File: src/design/chm_pkg.sv
package chm_pkg;

    // default sizes
    localparam int unsigned BUCKETS_DEF    = 431;
    localparam int unsigned POOL_NODES_DEF = 1024;

    // field widths
    localparam int unsigned KEY_W   = 32;
    localparam int unsigned VALUE_W = 64;

    // hash multiplier and the reduction digit size
    localparam int unsigned MUL_W      = 10;
    localparam logic [MUL_W-1:0] HASH_MUL = 10'd997;
    localparam int unsigned DIGIT_BITS = 4;

    // operation codes
    localparam logic OP_PUT = 1'b0;
    localparam logic OP_GET = 1'b1;

    // result status codes
    typedef enum logic [1:0] {
        ST_STORED    = 2'd0,
        ST_FOUND     = 2'd1,
        ST_NOT_FOUND = 2'd2,
        ST_FULL      = 2'd3
    } status_t;

endpackage

File: src/design/chm_hash.sv
module chm_hash #(
    parameter int unsigned BUCKETS = chm_pkg::BUCKETS_DEF,
    localparam int unsigned BW = (BUCKETS > 1) ? $clog2(BUCKETS) : 1
) (
    input  logic                       clk,
    input  logic                       rst_n,
    input  logic                       start,
    input  logic [chm_pkg::KEY_W-1:0]  key,
    output logic                       done,
    output logic [BW-1:0]              bucket
);

    localparam int unsigned RW      = BW + 1;
    localparam int unsigned STEPS   = chm_pkg::KEY_W / chm_pkg::DIGIT_BITS;
    localparam int unsigned CW      = (STEPS > 1) ? $clog2(STEPS) : 1;
    localparam int unsigned PROD_W  = chm_pkg::KEY_W + chm_pkg::MUL_W;
    localparam logic [RW-1:0] BKT_R = RW'(BUCKETS);

    typedef enum logic [1:0] {
        H_IDLE = 2'b01,
        H_MOD  = 2'b10
    } hstate_t;

    hstate_t                    state_reg, state_next;
    logic [chm_pkg::KEY_W-1:0]  prod_reg, prod_next;
    logic [RW-1:0]              rem_reg, rem_next;
    logic [CW-1:0]              cnt_reg, cnt_next;
    logic                       done_reg, done_next;
    logic [PROD_W-1:0]          mul_full;
    logic [RW-1:0]              rem_step;

    // key times multiplier, low word kept
    assign mul_full = PROD_W'(key) * PROD_W'(chm_pkg::HASH_MUL);

    // remainder by the bucket count, one digit of the product per cycle
    always_comb
    begin
        rem_step = rem_reg;
        for (int i = 0; i < int'(chm_pkg::DIGIT_BITS); i++)
        begin
            rem_step = {rem_step[RW-2:0], prod_reg[chm_pkg::KEY_W-1-i]};
            if (rem_step >= BKT_R)
            begin
                rem_step = rem_step - BKT_R;
            end
        end
    end

    // sequencer
    always_comb
    begin
        state_next = state_reg;
        prod_next  = prod_reg;
        rem_next   = rem_reg;
        cnt_next   = cnt_reg;
        done_next  = 1'b0;
        unique case (state_reg)
            H_IDLE:
            begin
                if (start)
                begin
                    prod_next  = mul_full[chm_pkg::KEY_W-1:0];
                    rem_next   = '0;
                    cnt_next   = '0;
                    state_next = H_MOD;
                end
            end
            H_MOD:
            begin
                rem_next  = rem_step;
                prod_next = prod_reg << chm_pkg::DIGIT_BITS;
                cnt_next  = cnt_reg + 1'b1;
                if (cnt_reg == CW'(STEPS - 1))
                begin
                    done_next  = 1'b1;
                    state_next = H_IDLE;
                end
            end
            default:
            begin
                state_next = H_IDLE;
            end
        endcase
    end

    // control registers
    always_ff @(posedge clk or negedge rst_n)
    begin
        if (!rst_n)
        begin
            state_reg <= H_IDLE;
            done_reg  <= 1'b0;
            cnt_reg   <= '0;
        end
        else
        begin
            state_reg <= state_next;
            done_reg  <= done_next;
            cnt_reg   <= cnt_next;
        end
    end

    // datapath registers
    always_ff @(posedge clk)
    begin
        prod_reg <= prod_next;
        rem_reg  <= rem_next;
    end

    assign done   = done_reg;
    assign bucket = rem_reg[BW-1:0];

endmodule

File: config.mk
export PLATFORM = sky130hd
export DESIGN_NAME = chm_hash
export DESIGN_NICKNAME = d
export VERILOG_FILES = /design/src/design/chm_pkg.sv /design/src/design/chm_hash.sv
export SDC_FILE = /design/constraint.sdc
export NUM_CORES = 1
export LEC_CHECK = 0
export ABC_AREA = 1
export BUFFER_PORTS_ARGS = -buffer_cell sky130_fd_sc_hd__buf_2
export CAP_MARGIN = 30
export CORE_MARGIN = 3
export CORE_UTILIZATION = 30
export CTS_CLUSTER_DIAMETER = 50
export DETAILED_ROUTE_END_ITERATION = 8
export PLACE_DENSITY = 0.49
export SLEW_MARGIN = 20
export SYNTH_ARGS = -nofsm -noshare
export SYNTH_HDL_FRONTEND = slang
export SYNTH_SLANG_ARGS = --single-unit
export TNS_END_PERCENT = 100
File: constraint.sdc
create_clock -name clk -period 6.57 [get_ports clk]
set_input_delay 0.657 -clock clk [delete_from_list [all_inputs] [get_ports clk]]
set_output_delay 0.657 -clock clk [all_outputs]
set_load 0.01 [all_outputs]
==> Yosys cells after proc, flatten, opt, wreduce, memory -nomap -nowiden <==
Cells that the tools add are included.
{ "op_classes": {"n_reduce_logical": 3, "bitwise_logic": 0, "shift": 0, "n_eq_ne": 5, "n_mul": 1, "order_cmp": 4, "add_sub_neg": 5, "n_div": 0, "mux": 15} }
{ "op_table": {"columns": ["operator", "count"], "rows": [
  ["case mux 32 bit (2 select lines)", 1],
  ["two-way mux 9 bit", 5],
  ["greater-or-equal comparator 10 x 9 -> 1 bit (second input constant)", 4],
  ["subtractor 9 bit (second input constant)", 4],
  ["multiplier 32 x 10 -> 32 bit (second input constant)", 1],
  ["two-way mux 32 bit", 1],
  ["case mux 9 bit (2 select lines)", 1],
  ["case mux 3 bit (2 select lines)", 1],
  ["two-way mux 2 bit", 2],
  ["inequality test 2 bit (second input constant)", 2],
  ["case mux 2 bit (2 select lines)", 1],
  ["AND reduction 2 bit", 2],
  ["adder 3 x 1 -> 3 bit (second input constant)", 1],
  ["== test 3 bit (second input constant)", 1],
  ["two-way mux 3 bit", 1],
  ["== test 2 x 1 -> 1 bit (second input constant)", 1],
  ["== test 2 bit (second input constant)", 1],
  ["two-way mux 1 bit", 2],
  ["nonzero test 2 bit", 1]
]} }
{ "totals": {"output_inout_bits": 10, "memories": 0, "wordCells": 38, "ff_bits": 47, "latchBits": 0, "ram_bits": 0, "mem_bits_ro": 0} }

==> Longest topological paths before layout <==
{ "logic_depth": {"ltp_word": 9, "depth_mapped": 33, "depth_no_buf": 32} }

==> Worst setup path after synthesis <==
Ideal clock, no wire load.
{ "synth_path": {"path_type": "input -> register", "startpoint": "input port key[3] in the netlist's numbering", "endpoint": "register prod_reg[25] in the netlist's numbering, data pin", "setup_slack_ns": 0.912, "arrival_time_ns": 5.405, "setup_ns": 0.254, "path_stages": 23, "required_ns": 6.316, "path_cell_list": "inv_1 -> fa_1 -> fa_1 -> fa_1 -> inv_1 -> fa_1 -> inv_1 -> fa_1 -> inv_1 -> ha_1 -> a21oi_1 -> a21boi_0 -> o21ai_0 -> a21oi_1 -> o21bai_1 -> nand2_1 -> nand2_1 -> a21oi_1 -> inv_1 -> a21o_1 -> or2_2 -> nand3_1 -> nand2_1"} }
{ "synth_via": {"elab_chain_cells": 3} }
{ "synth_lines": {"columns": ["item", "line_no", "text"], "rows": [
  ["from (decl)", "chm_hash.sv:8", "input logic [chm_pkg::KEY_W-1:0] key,"],
  ["multiplier 32 x 10 -> 32 bit", "chm_hash.sv:33", "assign mul_full = PROD_W'(key) * PROD_W'(chm_pkg::HASH_MUL);"],
  ["two-way mux 32 bit", "chm_hash.sv:60", "if (start)"],
  ["case mux 32 bit (2 select lines)", "chm_hash.sv:57", "unique case (state_reg)"],
  ["named net prod_next (one bit)", "chm_hash.sv:25", "logic [chm_pkg::KEY_W-1:0] prod_reg, prod_next;"],
  ["to (signal assigned)", "chm_hash.sv:106", "prod_reg <= prod_next;"],
  ["to (decl)", "chm_hash.sv:25", null]
]} }
The timed path passes the listed nets, and every way through them passes these cells. The select of a mux whose other input is x is not followed.
A chain may end at the register's enable or synchronous reset.

==> Worst setup path after layout <==
Same ends and word-level chain as after synthesis.

==> run metrics <==
status=complete, no violations; count of fill cells added during filler insertion=3042; area used by multi-input combinational logic=about 6100 um2; global routing usage on met3=0.543%; die height=175 um; Final WS setup=0.782 ns; synth top area cells=sky130_fd_sc_hd__fa_1, sky130_fd_sc_hd__edfxtp_1, sky130_fd_sc_hd__ha_1; GRT Total Usage=roughly an eighth; number of storage elements in the synthesis netlist=47; area after detailed placement=just over 9000 um2; number of nets produced by synthesis=around 1300; Design Area, Final=between 9000 and 10000 um2; global-route wire length before repair=around 31000 um; largest net degree at the start of global routing=49; hold violation count in the final report=0; total number of placement rows=61; fraction of final layout cells with drive strength greater than 1=a little under an eighth; Primary FF master, synth=sky130_fd_sc_hd__edfxtp_1; Crit path arrival time=5.85 ns; number of warnings printed during yosys synthesis=0; Setup TNS Final=0 ns; critical path required time=6.63 ns; Slew Viols, Final=0; mean number of vias per cell=around 4.4; Reg-to-Reg Start=prod_reg[31]$_DFFE_PP_; Startpoint Class=input port; total number of nets in the final design=1326; IO Count=45; detailed-router iteration count before antenna repair=6; post-route ant nets=0; total overflow reported by the global router=0; Worst path slowest cell=sky130_fd_sc_hd__fa_1; max-capacitance violation count=0; distinct cell type count after synthesis=45; cell type with the highest aggregate area in the netlist=sky130_fd_sc_hd__fa_1; met2 usage in global routing=20.7%; average detailed-routed wire length per instance=12.2 um; hold-fix buffers at CTS=0; clock-pin slew on the worst setup and hold paths=0.07 ns; effective utilization at floorplan=30.6%; Die Outline Area=30600 um2; min cycle time layout=5.79 ns; gate count of the mapped netlist=1037; maximum number of buffers from clock root to sink=2; final critical-path share of the clock period=88.1%; worst path cell trace=buf_2 > inv_1 > fa_1 > fa_1 > fa_1 > inv_1 > fa_1 > inv_1 > fa_1 > inv_1 > ha_1 > a21oi_1 > a21boi_0 > o21ai_0 > a21oi_1 > o21bai_1 > nand2_1 > nand2_1 > a21oi_1 > inv_1 > a21o_1 > or2_2 > nand3_1 > nand2_1; worst setup path startpoint=key[3]; highest clock frequency the design can meet=173 MHz; setup repair bufs after CTS=0; setup repair after global routing missed its margin=false; kind of critical path=in -> reg; Max Clock Skew=0.00703 ns; count of vias placed by the detailed router=about 6400; number of cell instances on the worst register-to-register path=28; TritonCTS Buffers=5; clock tree from TritonCTS=yes; class of the worst hold path=in -> async; transition at the pin with the smallest max-transition slack=0.484 ns; routing layer with the top usage in global route=met2; Seq/Total Area, Yosys=16.2%; DP Worst Slack=0.420 ns; Netlist Area Pre-Place=8560 um2; post-cts sizing count=0; half-perimeter wire length after detailed placement=15600 um; number of global-route vias before repair=6414; endpoint kind of the worst setup timing path=flop; sink count of the clock tree=between 40 and 50; insertion delay of the later-clocked pin in the worst-skew pair=0.30 ns; Total Routed Length=17800 um; most common cell in the synthesized netlist=sky130_fd_sc_hd__inv_1; share of flip-flops with an asynchronous set or reset=between 10% and 20%; number of remaining DRC errors=0; CP max stage delay=between 0.5 and 0.6 ns; cell at the root of the clock tree=sky130_fd_sc_hd__clkbuf_16; average size of a mapped cell=~8.3 um2; die width=175 um; GRT met1 Usage=roughly 18%; count of flip-flops with a built-in enable after synthesis=just over 40; area of the core=27900 um2; flip-flop count of the largest register, all copies and words added=32; relative area change from synthesis to final layout=9.74%; number of H-tree levels=2; Final setup viols=0; drt first-iter violations=267; initial antenna violation count=0; # diodes=0; worst hold margin=around 0.18 ns; area used by sequential logic in the layout=1380 um2; final weighted congestion in routability-driven placement=~0.8; slew margin rel.=between 60% and 70%; largest fanout on the critical path=5; most frequent cells after synthesis=sky130_fd_sc_hd__inv_1, sky130_fd_sc_hd__nand2_1, sky130_fd_sc_hd__fa_1, sky130_fd_sc_hd__ha_1, sky130_fd_sc_hd__nand3_1; Buffers on Ports=44; fraction of synthesized cell area taken by the top area cell type=26.9%
==> worst max-delay path: cells and delay by family <==
kind	cells	cell delay, ns
and+or+nand+nor	5	0.55
buffers and inverters	6	0.51
adders and majority gates	6	2.85
AOI/OAI and AO/OA	7	1.25
==> cell usage in the layout, fill, tap and decap left out, types with 5 or more instances in the layout <==
cell and n:
sky130_fd_sc_hd__a21oi_1 42, sky130_fd_sc_hd__buf_2 44, sky130_fd_sc_hd__clkbuf_16 5, sky130_fd_sc_hd__dfrtp_1 5, sky130_fd_sc_hd__edfxtp_1 41, sky130_fd_sc_hd__fa_1 115
sky130_fd_sc_hd__ha_1 95, sky130_fd_sc_hd__inv_1 255, sky130_fd_sc_hd__nand2_1 194, sky130_fd_sc_hd__nand2_2 24, sky130_fd_sc_hd__nand2_4 6, sky130_fd_sc_hd__nand3_1 54
sky130_fd_sc_hd__nand3_2 5, sky130_fd_sc_hd__nand3b_1 7, sky130_fd_sc_hd__nand4_1 5, sky130_fd_sc_hd__nor2_1 50, sky130_fd_sc_hd__nor2_2 7, sky130_fd_sc_hd__o21ai_0 38
sky130_fd_sc_hd__or2_2 12, sky130_fd_sc_hd__xnor2_1 14, sky130_fd_sc_hd__xor2_1 17
==> cells by family (layout without fill, tap and decap cells) <==
kind of cell	Yosys count	count (layout)	synth area share [%]
flip-flops	47	47	16.2
buffers and inverters	271	316	12.2
adder cells (fa/ha/maj)	210	210	40.8
AO/OA/AOI/OAI	100	100	6.48
XOR/XNOR	32	32	3.36
AND/OR/NAND/NOR	377	377	21.0
==> metrics by stage <==
| step | cells | utilization (%) |
|---|---|---|
| 2_1_floorplan | 1037 | - |
| 3_3_place_gp | 1450 | 32.9 |
| 3_5_place_dp | 1452 | 33.1 |
| 6_report | 1460 | 33.6 |
| 4_1_cts | 1460 | 33.6 |
| 5_1_grt | 1460 | 33.6 |
==> worst paths after layout <==
check | slack, ns | end
setup / recovery | 0.78 | prod_reg[25]$_DFFE_PP_
hold / removal | 0.18 | done$_DFF_PN0_
setup reg to reg | 1.86 | rem_reg[0]$_SDFFCE_PN0P_
hold reg to reg | 0.48 | cnt_reg[0]$_DFFE_PN0P_
max in group asynchronous | 6.17 | state_reg[0]$_DFFE_PN1P_
min in group clk | 0.48 | cnt_reg[0]$_DFFE_PN0P_
==> routing by layer <==
| metal | routed length (um) | vias up |
|---|---|---|
| met5 | 0 | - |
| met4 | 119 | 0 |
| met3 | 268 | 7 |
| met2 | 8510 | 52 |
| met1 | 8890 | 3018 |
| li1 | - | 3275 |
==> cell type report <==
cell class	count	share of cell area [%]
Timing Repair Buffer	48	2.88
Tap cell	378	5.04
Inverter	260	10.4
Multi-Input combinational cell	719	65.3
Clock inverter	3	0.293
Clock buffer	5	1.33
Sequential cell	47	14.7
Power is left out: the tool's default activity adds up to more than one toggle a clock period on the data nets, which glitch-free logic cannot reach.
